### src/hw/rtl/drt_pkg.sv
// ----------------------------------------------------------------------------
// drt_pkg
// Shared types and codes for the dirty rectangle tracker.
// ----------------------------------------------------------------------------
package drt_pkg;

	localparam int COORD_BITS      = 12;
	localparam int MAX_ENTRIES_DEF = 8;
	localparam int CFG_IDX_W       = 1;

	localparam logic [COORD_BITS-1:0] WIDTH_RST  = 12'd320;
	localparam logic [COORD_BITS-1:0] HEIGHT_RST = 12'd240;

	// register indexes
	localparam logic [CFG_IDX_W-1:0] REG_SCREEN_WIDTH  = 1'd0;
	localparam logic [CFG_IDX_W-1:0] REG_SCREEN_HEIGHT = 1'd1;

	// input modes
	localparam logic [1:0] MODE_MARK  = 2'd0;
	localparam logic [1:0] MODE_CLEAR = 2'd1;
	localparam logic [1:0] MODE_FULL  = 2'd2;
	localparam logic [1:0] MODE_READ  = 2'd3;

	// result status codes
	localparam logic [2:0] STAT_APPENDED  = 3'd0;
	localparam logic [2:0] STAT_MERGED    = 3'd1;
	localparam logic [2:0] STAT_COVERED   = 3'd2;
	localparam logic [2:0] STAT_INVALID   = 3'd3;
	localparam logic [2:0] STAT_COLLAPSED = 3'd4;
	localparam logic [2:0] STAT_DONE      = 3'd5;

	typedef struct packed {
		logic [COORD_BITS-1:0] x0;
		logic [COORD_BITS-1:0] y0;
		logic [COORD_BITS-1:0] x1;
		logic [COORD_BITS-1:0] y1;
	} rect_t;

	typedef struct packed {
		logic shift;
		logic load;
	} cell_ctrl_t;

	typedef enum logic [1:0] {
		S_IDLE,
		S_CLIP,
		S_SCAN,
		S_FIN
	} state_t;

endpackage

### src/hw/rtl/drt_cell.sv
// ----------------------------------------------------------------------------
// drt_cell
// One slot of the rectangle ring: takes its neighbor's entry on a shift,
// or a direct value on a load.
// ----------------------------------------------------------------------------
module drt_cell (
	input  logic               clk,
	input  drt_pkg::cell_ctrl_t ctrl,
	input  drt_pkg::rect_t     load_val,
	input  drt_pkg::rect_t     d_in,
	output drt_pkg::rect_t     q
);
	import drt_pkg::*;

	rect_t entry_q;

	always_ff @(posedge clk) begin
		if (ctrl.load) begin
			entry_q <= load_val;
		end else if (ctrl.shift) begin
			entry_q <= d_in;
		end
	end

	assign q = entry_q;

endmodule

### src/hw/rtl/dirty_rectangle_tracker_unit.sv
// ----------------------------------------------------------------------------
// dirty_rectangle_tracker_unit
// Dirty rectangle list with clip, replace, merge, append and collapse.
// ----------------------------------------------------------------------------
// One item at a time. Mark and read pass from acceptance to result through
// clip, one rotation of the entry ring past the compare unit at its head (one
// entry per cycle), then presenting the result. Clear, full-screen marks and
// marks that clip to empty or hit a full-screen list skip the rotation.
// The next item is taken as soon as the result is in the output register.
// screen_width and screen_height must be written through the cfg port only
// while idle; the block itself does not enforce this.
module dirty_rectangle_tracker_unit #(
	parameter int MAX_ENTRIES = drt_pkg::MAX_ENTRIES_DEF
) (
	input  logic                              clk,
	input  logic                              arst_n,
	input  logic                              in_valid,
	output logic                              in_stall,
	input  logic [1:0]                        mode,
	input  logic signed [12:0]                rect_x0,
	input  logic signed [12:0]                rect_y0,
	input  logic signed [12:0]                rect_x1,
	input  logic signed [12:0]                rect_y1,
	input  logic [2:0]                        read_index,
	output logic                              out_valid,
	input  logic                              out_stall,
	output logic [2:0]                        status,
	output logic [3:0]                        entry_count,
	output logic                              full_dirty,
	output logic                              entry_valid,
	output logic [drt_pkg::COORD_BITS-1:0]    entry_x0,
	output logic [drt_pkg::COORD_BITS-1:0]    entry_y0,
	output logic [drt_pkg::COORD_BITS-1:0]    entry_x1,
	output logic [drt_pkg::COORD_BITS-1:0]    entry_y1,
	input  logic                              cfg_valid,
	output logic                              cfg_ready,
	input  logic [drt_pkg::CFG_IDX_W-1:0]     cfg_index,
	input  logic [drt_pkg::COORD_BITS-1:0]    cfg_data
);
	import drt_pkg::*;

	localparam int CNT_W = $clog2(MAX_ENTRIES + 1);
	localparam int CMP_W = (CNT_W > 3) ? CNT_W : 3;
	localparam int CW    = COORD_BITS;

	function automatic logic holds(input rect_t a, input rect_t b);
		holds = (a.x0 <= b.x0) && (a.y0 <= b.y0) && (a.x1 >= b.x1) && (a.y1 >= b.y1);
	endfunction

	function automatic logic overlaps(input rect_t a, input rect_t b);
		overlaps = (a.x0 < b.x1) && (a.x1 > b.x0) && (a.y0 < b.y1) && (a.y1 > b.y0);
	endfunction

	state_t state_q, state_d;

	logic [CW-1:0]    width_q, height_q;
	logic [CNT_W-1:0] count_q, k_q;
	logic             hit_q;
	logic [2:0]       stat_q;
	logic [1:0]       mode_q;
	logic signed [12:0] x0_q, y0_q, x1_q, y1_q;
	logic [2:0]       idx_q;
	rect_t            r_q, rd_q;
	logic             rd_valid_q;

	logic             out_valid_q;
	logic [2:0]       status_q;
	logic [3:0]       entry_count_q;
	logic             full_dirty_q, entry_valid_q;
	rect_t            entry_q;

	rect_t      cell_q   [MAX_ENTRIES];
	cell_ctrl_t cell_ctl [MAX_ENTRIES];
	rect_t      head, tail_in, full_box, uni, clip_r;

	logic accept, out_load, clip_empty, full_now;
	logic active, h_new, h_old, ovl, append_now, collapse_now, last_step, read_hit;
	logic signed [13:0] x0c, y0c, x1c, y1c;

	// ---------------- entry ring ----------------
	assign head     = cell_q[0];
	assign full_box = '{x0: '0, y0: '0, x1: width_q, y1: height_q};

	for (genvar i = 0; i < MAX_ENTRIES; i++) begin : g_cell
		rect_t d_in;
		if (i == MAX_ENTRIES - 1) begin : g_tail
			assign d_in = tail_in;
		end else begin : g_mid
			assign d_in = cell_q[i+1];
		end
		assign cell_ctl[i].shift = (state_q == S_SCAN);
		if (i == 0) begin : g_head
			assign cell_ctl[i].load = (state_q == S_CLIP && mode_q == MODE_FULL) ||
				(state_q == S_SCAN && collapse_now);
		end else begin : g_rest
			assign cell_ctl[i].load = 1'b0;
		end
		drt_cell u_cell (
			.clk      (clk),
			.ctrl     (cell_ctl[i]),
			.load_val (full_box),
			.d_in     (d_in),
			.q        (cell_q[i])
		);
	end

	// ---------------- clip ----------------
	always_comb begin
		x0c = x0_q[12] ? 14'sd0 : {1'b0, x0_q};
		y0c = y0_q[12] ? 14'sd0 : {1'b0, y0_q};
		x1c = ($signed({x1_q[12], x1_q}) > $signed({2'b00, width_q}))
			? $signed({2'b00, width_q}) : $signed({x1_q[12], x1_q});
		y1c = ($signed({y1_q[12], y1_q}) > $signed({2'b00, height_q}))
			? $signed({2'b00, height_q}) : $signed({y1_q[12], y1_q});
		clip_empty = !(x0c < x1c) || !(y0c < y1c);
		clip_r.x0 = x0c[CW-1:0];
		clip_r.y0 = y0c[CW-1:0];
		clip_r.x1 = x1c[CW-1:0];
		clip_r.y1 = y1c[CW-1:0];
	end

	assign full_now = (count_q == CNT_W'(1)) && (head == full_box);

	// ---------------- compare at the ring head ----------------
	always_comb begin
		h_new  = holds(r_q, head);
		h_old  = holds(head, r_q);
		ovl    = overlaps(r_q, head);
		uni.x0 = (r_q.x0 < head.x0) ? r_q.x0 : head.x0;
		uni.y0 = (r_q.y0 < head.y0) ? r_q.y0 : head.y0;
		uni.x1 = (r_q.x1 > head.x1) ? r_q.x1 : head.x1;
		uni.y1 = (r_q.y1 > head.y1) ? r_q.y1 : head.y1;

		active     = (mode_q == MODE_MARK) && !hit_q && (k_q < count_q);
		append_now = (mode_q == MODE_MARK) && !hit_q && (k_q == count_q);
		last_step  = (k_q == CNT_W'(MAX_ENTRIES - 1));
		// list full and nothing matched on the final entry
		collapse_now = (mode_q == MODE_MARK) && last_step && !hit_q && !append_now &&
			!(active && (h_new || h_old || ovl));
		read_hit = (mode_q == MODE_READ) &&
			(CMP_W'(idx_q) == CMP_W'(k_q)) && (CMP_W'(idx_q) < CMP_W'(count_q));

		tail_in = head;
		if (active && h_new) begin
			tail_in = r_q;
		end else if (active && h_old) begin
			tail_in = head;
		end else if (active && ovl) begin
			tail_in = uni;
		end else if (append_now) begin
			tail_in = r_q;
		end
	end

	// ---------------- control ----------------
	assign in_stall  = (state_q != S_IDLE);
	assign accept    = in_valid && !in_stall;
	assign cfg_ready = 1'b1;

	always_ff @(posedge clk or negedge arst_n) begin
		if (!arst_n) begin
			state_q <= S_IDLE;
		end else begin
			state_q <= state_d;
		end
	end

	always_comb begin
		state_d  = state_q;
		out_load = 1'b0;
		unique case (state_q)
			S_IDLE: begin
				if (accept) state_d = S_CLIP;
			end
			S_CLIP: begin
				if ((mode_q == MODE_MARK && !clip_empty && !full_now) || mode_q == MODE_READ)
					state_d = S_SCAN;
				else
					state_d = S_FIN;
			end
			S_SCAN: begin
				if (last_step) state_d = S_FIN;
			end
			S_FIN: begin
				if (!out_valid_q || !out_stall) begin
					out_load = 1'b1;
					state_d  = S_IDLE;
				end
			end
			default: state_d = S_IDLE;
		endcase
	end

	always_ff @(posedge clk or negedge arst_n) begin
		if (!arst_n) begin
			width_q     <= WIDTH_RST;
			height_q    <= HEIGHT_RST;
			count_q     <= '0;
			k_q         <= '0;
			hit_q       <= 1'b0;
			stat_q      <= STAT_DONE;
			rd_valid_q  <= 1'b0;
			out_valid_q <= 1'b0;
		end else begin
			if (cfg_valid && cfg_ready) begin
				case (cfg_index)
					REG_SCREEN_WIDTH:  width_q  <= cfg_data;
					REG_SCREEN_HEIGHT: height_q <= cfg_data;
					default: ;
				endcase
			end

			if (state_q == S_CLIP) begin
				k_q        <= '0;
				hit_q      <= 1'b0;
				rd_valid_q <= 1'b0;
				stat_q     <= STAT_DONE;
				case (mode_q)
					MODE_MARK: begin
						if (clip_empty)     stat_q <= STAT_INVALID;
						else if (full_now)  stat_q <= STAT_COVERED;
					end
					MODE_CLEAR: count_q <= '0;
					MODE_FULL:  count_q <= CNT_W'(1);
					default: ;
				endcase
			end

			if (state_q == S_SCAN) begin
				k_q <= k_q + CNT_W'(1);
				if (active && (h_new || h_old || ovl)) begin
					hit_q  <= 1'b1;
					stat_q <= (h_old && !h_new) ? STAT_COVERED : STAT_MERGED;
				end else if (append_now) begin
					hit_q   <= 1'b1;
					stat_q  <= STAT_APPENDED;
					count_q <= count_q + CNT_W'(1);
				end else if (collapse_now) begin
					stat_q  <= STAT_COLLAPSED;
					count_q <= CNT_W'(1);
				end
				if (read_hit) rd_valid_q <= 1'b1;
			end

			if (out_load) begin
				out_valid_q <= 1'b1;
			end else if (!out_stall) begin
				out_valid_q <= 1'b0;
			end
		end
	end

	// payload registers
	always_ff @(posedge clk) begin
		if (accept) begin
			mode_q <= mode;
			x0_q   <= rect_x0;
			y0_q   <= rect_y0;
			x1_q   <= rect_x1;
			y1_q   <= rect_y1;
			idx_q  <= read_index;
		end
		if (state_q == S_CLIP) begin
			r_q  <= clip_r;
			rd_q <= '0;
		end
		if (state_q == S_SCAN && read_hit) begin
			rd_q <= head;
		end
		if (out_load) begin
			status_q      <= stat_q;
			entry_count_q <= 4'(count_q);
			full_dirty_q  <= full_now;
			entry_valid_q <= rd_valid_q;
			entry_q       <= rd_q;
		end
	end

	assign out_valid   = out_valid_q;
	assign status      = status_q;
	assign entry_count = entry_count_q;
	assign full_dirty  = full_dirty_q;
	assign entry_valid = entry_valid_q;
	assign entry_x0    = entry_q.x0;
	assign entry_y0    = entry_q.y0;
	assign entry_x1    = entry_q.x1;
	assign entry_y1    = entry_q.y1;

endmodule

### config.mk
export PLATFORM = sky130hd
export DESIGN_NAME = dirty_rectangle_tracker_unit
export DESIGN_NICKNAME = d
export VERILOG_FILES = /design/src/hw/rtl/drt_pkg.sv /design/src/hw/rtl/drt_cell.sv /design/src/hw/rtl/dirty_rectangle_tracker_unit.sv
export SDC_FILE = /design/constraint.sdc
export NUM_CORES = 1
export LEC_CHECK = 0
export ABC_CLOCK_PERIOD_IN_PS = 14080
export BUFFER_PORTS_ARGS = -buffer_cell sky130_fd_sc_hd__buf_2
export CAP_MARGIN = 0
export CORE_UTILIZATION = 40
export DETAILED_ROUTE_END_ITERATION = 8
export PLACE_DENSITY_LB_ADDON = 0.2
export SETUP_SLACK_MARGIN = 0.1
export SYNTH_ARGS = -nofsm -noshare
export SYNTH_HDL_FRONTEND = slang
export SYNTH_SLANG_ARGS = --single-unit
export TNS_END_PERCENT = 5
### constraint.sdc
create_clock -name clk -period 14.08 [get_ports clk]
set_clock_uncertainty 0.15 [all_clocks]
set_input_delay 2.816 -clock clk [delete_from_list [all_inputs] [get_ports clk]]
set_output_delay 2.816 -clock clk [all_outputs]
set_load 0.02 [all_outputs]
==> results of run 1 <==
[per-layer routing]
metal	vias to the layer above	GRT usage [%]	part of all wire [%]
li1	6325	-	-
met1	6844	25.1	48
met2	356	25.9	44
met3	108	3.61	5.0
met4	2	6.43	3.3
met5	-	0	0.014
[cell type report]
class / count / area (sq um) / area share, %
sequential: 634 / 18600 / 62.7
clock buffer: 87 / 1860 / 6.26
multi-input combinational: 792 / 6530 / 22.0
timing repair buffer: 149 / 786 / 2.65
clock inverter: 38 / 432 / 1.45
inverter: 111 / 417 / 1.40
tap: 846 / 1060 / 3.57
[worst max-delay path, delay by kind of cell, from the launching register on]
kind / cells / cell delay [ns]
AO/OA/AOI/OAI: 10 / 2.33
AND/OR/NAND/NOR: 5 / 1.28
adder cells (fa/ha/maj): 2 / 0.61
flip-flops: 1 / 0.56
buffers and inverters: 2 / 0.36
[cells in the mapped netlist, types with 25 or more instances]
master,n
xor2_1,25
nor2_1,54
o21ai_0,40
and2_1,50
edfxtp_1,570
mux2i_1,26
nand4_1,26
nand2_1,49
nor2b_1,40
inv_1,111
mux2_2,65
ha_1,157
a21oi_1,53
dfrtp_1,32
[worst max path at each step]
stage                start         to  slack [ns]  cells after the start
2_1_floorplan   state_q[0]    rd_q[0]        3.19                      7
3_3_place_gp    width_q[6]  stat_q[1]        8.95                     19
3_5_place_dp    width_q[6]  stat_q[1]        8.81                     19
4_1_cts         width_q[6]  stat_q[1]        8.78                     19
5_1_grt         width_q[6]  stat_q[1]        8.39                     19
6_report       height_q[6]  stat_q[1]        8.63                     19
[sequential cells by signal, summed over array words and instances (netlist names), 3 cells and up]
name,flops
g_cell.u_cell.q,384
r_q,48
rd_q,48
x0_q,13
x1_q,13
y0_q,13
y1_q,13
entry_x0,12
entry_x1,12
entry_y0,12
entry_y1,12
height_q,12
width_q,12
count_q,4
entry_count,4
k_q,4
idx_q,3
stat_q,3
status,3
[per-stage QoR]
stage	instances	area (sq um)	hold slack, ns	setup slack [ns]
finish	2657	29700	0.255	8.63
global placement	2532	27400	0.250	8.95
CTS	2657	29700	0.250	8.78
global route	2657	29700	0.268	8.39
detailed placement	2532	27400	0.255	8.81
floorplan	1568	25700	0.250	3.19
[cells by family (layout without fill, tap and decap cells)]
logic type / count (synthesis) / in the layout
DFF: 634 / 634
and+or+nand+nor: 298 / 298
AOI/OAI and AO/OA: 192 / 192
adders and majority gates: 157 / 157
buffers and inverters: 142 / 385
muxes: 115 / 115
xor gates and xnor gates: 29 / 29
other: 1 / 1
[power groups by stage]
stage / Sequential (W) / Clock [W] / Combinational, W
6_report: 0.00328 / 0.00182 / 0.00162
5_1_grt: 0.00335 / 0.00194 / 0.00181
2_1_floorplan: 0.00333 / 0 / 0.00107
3_5_place_dp: 0.00332 / 0 / 0.00163
3_3_place_gp: 0.00330 / 0 / 0.00157
4_1_cts: 0.00329 / 0.00187 / 0.00164
[cell usage in the layout, fill, tap and decap left out, drive strengths merged, types with 9 or more instances in the layout]
master,instances
nand2,49
nor2b,40
buf,149
xor2,25
mux2,89
mux2i,26
o211ai,10
a21oi,55
clkinv,22
nor2,54
edfxtp,570
o21ai,43
clkbuf,87
inv,115
dfxtp,24
bufinv,9
nor4,18
nand3,18
o21a,14
ha,157
nand4,27
dfrtp,32
and2,50
a21o,17
nor3,15
==> metrics, run 1 <==
drt wl/cell 21.2 um; DRC 0; hold_sp g_cell[5].u_cell.q[22]; layout cells sized above 1 19.7%; crit path kind register to register; startpoint types register; Synth async-reset ratio 6.31%; capturing element type of the critical path register; Syn Nets 1800; Vias/cell 5.13; Worst Path Required 14.38 ns; Worst-Margin Slew 1.17 ns; r2r endpoint stat_q[1]; die height 255 um; part of the power in registers 48.8%; Port-buffer cells 133; nets 1989; combinational share of power 24.1%; first-pass GRT wire length 84.8 mm; average size of a mapped cell 16.4 sq um; Reg clk slew, reported paths 0.06 ns; detailed-placement wirelength estimate 39.9 mm; Sw Share 31.5%; Vias 13.6k; Max FO, Critical Path 14; fillcell total 5428; # rows 92; most frequent CP cell a21oi_1; setup TNS 0 ns; P_sw 0.00211 W; total CTS buffers 69; reg2reg path depth 19; Max-Cap Viols 0; Skew-Pair Late Insertion Delay 0.60 ns; simple-gate share of the synthesized area 6.46%; GRT Overall Usage 17.4%; Overall Power 0.00672 W; Hold Vio Cnt, Final 0; post-route ant nets 0; Post-Synth XOR/XNOR Area 0.989%; internal cell power 0.00461 W; Mapped Cells 1568; CP arrival 5.75 ns; cts hold-fix bufs 0; slew margin rel. 21.7%; clk buf depth 3; hold path endpoint g_cell[4].u_cell.q[22]; status finished, final reports clean; Core Util, Final 47.0%; FF-to-FF Start height_q[6]; post-synthesis mux area share 5.27%; Resized cells post-CTS 0; worst reg2reg setup slack 8.63 ns; die area 65200 sq um; Synth-to-Final Area Change 15.6%; Seq/Total Area, Yosys 72.5%; Post-Synth Adder-Cell Area 7.65%; Crit-path slowest cell nor4b_1; synth warn 0; ant diodes 0; Main synth FF type edfxtp_1; clock root buffer clkbuf_16; initial antenna violation count 3; Fmax 184 MHz; CTS tree built; LEAKAGE 11.1 nW; Worst Hold Path Cells 0; # H-tree levels 3; DR iter-0 viols 988; GR Overflow Total 0; clock power share 27.1%; main combinational cell family by area after synthesis adder cells; gp weighted congestion 0.868; RSZ-0062 raised after global routing no; top post-synthesis cells by area edfxtp_1 (67%), ha_1 (7.7%), dfrtp_1 (3.1%), mux2_2 (2.9%), dfxtp_1 (1.9%); CTS sink count 634; PwrDens 226 nW/um^2; Total Wirelength 56.4 mm; Compound-Gate Fraction of Synth Area 4.86%; Max VDD drop 0.000104 V; Post-Syn Area 25700 sq um; Initial Util 40.6%; post-synth top area share 66.7%; IO Pins 135; Final min period 5.45 ns; Critical Path, Cell by Cell inv_1 -> ha_1 -> a211oi_1 -> or3_1 -> o211ai_1 -> o21ai_1 -> buf_4 -> nor2_1 -> a21oi_1 -> ha_1 -> a22oi_1 -> nand2_1 -> a31oi_1 -> nor3_1 -> a21oi_1 -> nor4b_1 -> a21oi_1 -> a221oi_1 -> a21oi_1; area leader, netlist edfxtp_1; period utilization 38.7%; Die Span X 255 um; #FFs+latches synth 634; Post-synth EDFFs 570; Final Max Slew Viols 0; DRT Pass-1 Iters 6; Min-Delay Path Class register to register; Setup Buffers After CTS 0; pin count of the biggest net entering global routing 76; core area 63200 sq um; endpoints failing setup 0; max incr delay on CP 0.86 ns; Netlist cell types 71; vias in the first global route 13.8k
No activity file was read; power rests on OpenSTA's default activity.
==> run 2, diff against run 1 <==
Settings changed: ABC_AREA from default to 1, ABC_CLOCK_PERIOD_IN_PS 14080 to 4400.
Clock period 14.08 ns to 4.4 ns, I/O delays scaled along.
==> run 2 against run 1 <==
Critical path depth increased by 3. Via count rose by 30%. Synthesized cell count rose by 45%. Sequential power grew to 3.2 times the previous value. Die area up 7.0%. Register-to-register slack worse by 8.2 ns. Final area is 6.4% higher. Routed wire length grew 19%. Critical endpoint unchanged.
==> metrics, run 2 <==
status finished, final reports clean; clk buf depth 3; Final Instance Area 31600 sq um; CTS sink count 634; Fmax 254 MHz; Cell Count, Final, Fillers Out 3367; slew margin rel. 9.78%; area leader, netlist edfxtp_1; Netlist cell types 53; ant diodes 0; Port-buffer cells 133; vias in the first global route 16.9k; Placed Cells 3242; Max-Cap Viols 0; CTS tree built; period utilization 89.3%; Vias 17.7k; Synth-to-Final Area Change 14.9%; Post-DP Area 29300 sq um; IO Pins 135; max incr delay on CP 0.45 ns; clock power share 25.0%; top post-synthesis cells by area edfxtp_1 (62%), ha_1 (7.1%), nand2_1 (5.5%), dfrtp_1 (2.9%), inv_1 (2.9%); DRT Pass-1 Iters 6; startpoint types register; Sw Share 35.2%; FF-to-FF Start height_q[11]; combinational share of power 29.5%; Final min period 3.93 ns; leading cell type in the layout, fill and taps excluded edfxtp_1; detailed-placement wirelength estimate 48.1 mm; Critical Path, Cell by Cell inv_1 -> ha_1 -> nand4_1 -> nor2_1 -> nand2_1 -> nand2_1 -> nand3_2 -> o21ai_1 -> inv_1 -> ha_1 -> nand2_1 -> nor2_1 -> a211oi_1 -> nand2_1 -> nand2_1 -> nand3_1 -> nor2_1 -> nand2_1 -> nand3_1 -> nand3_1 -> nand2_1 -> inv_1; RSZ-0062 raised after global routing no; capturing element type of the critical path register; Mapped Cells 2269; total CTS buffers 69; Max VDD drop 0.000368 V; # rows 95; DRC 0; Synth async-reset ratio 6.31%; DR iter-0 viols 1270; hold_sp g_cell[2].u_cell.q[43]; layout cells sized above 1 13.5%; GRT Overall Usage 19.3%; commonest cells after routing, fill and taps aside edfxtp_1 (570), nand2_1 (403), inv_1 (211); average size of a mapped cell 12.1 sq um; Total Wirelength 67.3 mm; pin count of the biggest net entering global routing 194; #FFs+latches synth 634; CP startpoint height_q[11]; # H-tree levels 3; Post-Syn Area 27500 sq um; Skew-Pair Late Insertion Delay 0.61 ns; part of the power in registers 45.5%; nets 2672; setup TNS 0 ns; gp weighted congestion 0.933; internal cell power 0.0150 W; clock root buffer clkbuf_16; Syn Nets 2501; max reg flops 384; drt wl/cell 20.0 um; Synth top cells by count edfxtp_1 (570), nand2_1 (406), inv_1 (213); Seq/Total Area, Yosys 67.7%; P_sw 0.00815 W; most common cell in the netlist edfxtp_1; most frequent CP cell nand2_1; Worst-Margin Slew 1.35 ns; die height 264 um; PwrDens 732 nW/um^2; Vias/cell 5.26; initial antenna violation count 3; Die Span X 264 um; post-synth top area share 62.3%; Final Max Slew Viols 0; Max FO, Critical Path 23; Reg clk slew, reported paths 0.06 ns; Hold Vio Cnt, Final 0; endpoints failing setup 0; core area 67600 sq um; LEAKAGE 12.4 nW; CP arrival 4.27 ns; Main synth FF type edfxtp_1; Worst Path Required 4.74 ns; GR Overflow Total 0; first-pass GRT wire length 102 mm; Initial Util 40.6%; Post-synth EDFFs 570; Setup Buffers After CTS 0; die area 69800 sq um; synth warn 0; post-route ant nets 0; Crit-path slowest cell dfrtp_1; worst reg2reg setup slack 0.47 ns; crit path kind register to register; Min-Delay Path Class register to register
-- run 2: timing repair --
item	in CTS	in global routing
hold buffers	0	0
resized for setup	0	6
endpoints found under the setup margin	0	4
hold endpoints to repair	0	0
-- run 2: final timing paths --
kind,end,cells after the start
min reg2reg,g_cell[1].u_cell.q[43],0
max,stat_q[1],22
min,g_cell[1].u_cell.q[43],0
max in group asynchronous,width_q[4],1
min in group asynchronous,height_q[10],1
max reg2reg,stat_q[1],22
-- run 2: power groups by stage --
stage	Combinational [W]	Clock [W]	Sequential [W]
floorplan	0.00441	0	0.0105
global placement	0.00663	0	0.0106
detailed placement	0.00681	0	0.0106
CTS	0.00685	0.00595	0.0105
global route	0.00766	0.00618	0.0107
finish	0.00682	0.00579	0.0105
-- run 2: layer usage --
layer	vias up	wire length, um	track usage, %
met5	-	0	0
met1	8604	32000	28.5
met2	594	30300	29.5
met3	80	3800	2.84
met4	0	1170	5.33
li1	8419	-	-
-- run 2: layout make-up --
type / count / area (sq um)
Sequential cell: 634 / 18600
Clock inverter: 28 / 342
Multi-Input combinational cell: 1334 / 7750
Timing Repair Buffer: 177 / 1030
Fill cell: 6003 / 36000
Clock buffer: 97 / 1930
Tap cell: 873 / 1090
Inverter: 224 / 841
-- run 2: critical path, delay by kind of cell, from the launching register on --
| kind | cells | cell delay, ns |
|---|---|---|
| AOI/OAI and AO/OA | 2 | 0.60 |
| adders and majority gates | 2 | 0.65 |
| buffers and inverters | 3 | 0.26 |
| DFF | 1 | 0.45 |
| and+or+nand+nor | 15 | 1.69 |
-- run 2: cells by family (layout without fill, tap and decap cells) --
group                      Yosys count  count (layout)  share of synthesized area [%]
other                                1               1                         0.0136
and+or+nand+nor                    788             788                           12.3
AOI/OAI and AO/OA                  375             375                           8.10
xor gates and xnor gates            13              13                          0.414
DFF                                634             634                           67.7
buffers and inverters              301             526                           4.32
adders and majority gates          157             157                           7.15
-- run 2: metrics by stage --
stage	worst slack (ns)	utilization [%]	hold slack, ns	power (W)
2_1_floorplan	0.0216	-	0.250	0.0149
3_3_place_gp	0.422	43.3	0.250	0.0172
3_5_place_dp	0.218	43.3	0.255	0.0174
4_1_cts	0.190	46.7	0.257	0.0233
5_1_grt	0.118	46.7	0.265	0.0246
6_report	0.470	46.7	0.255	0.0231
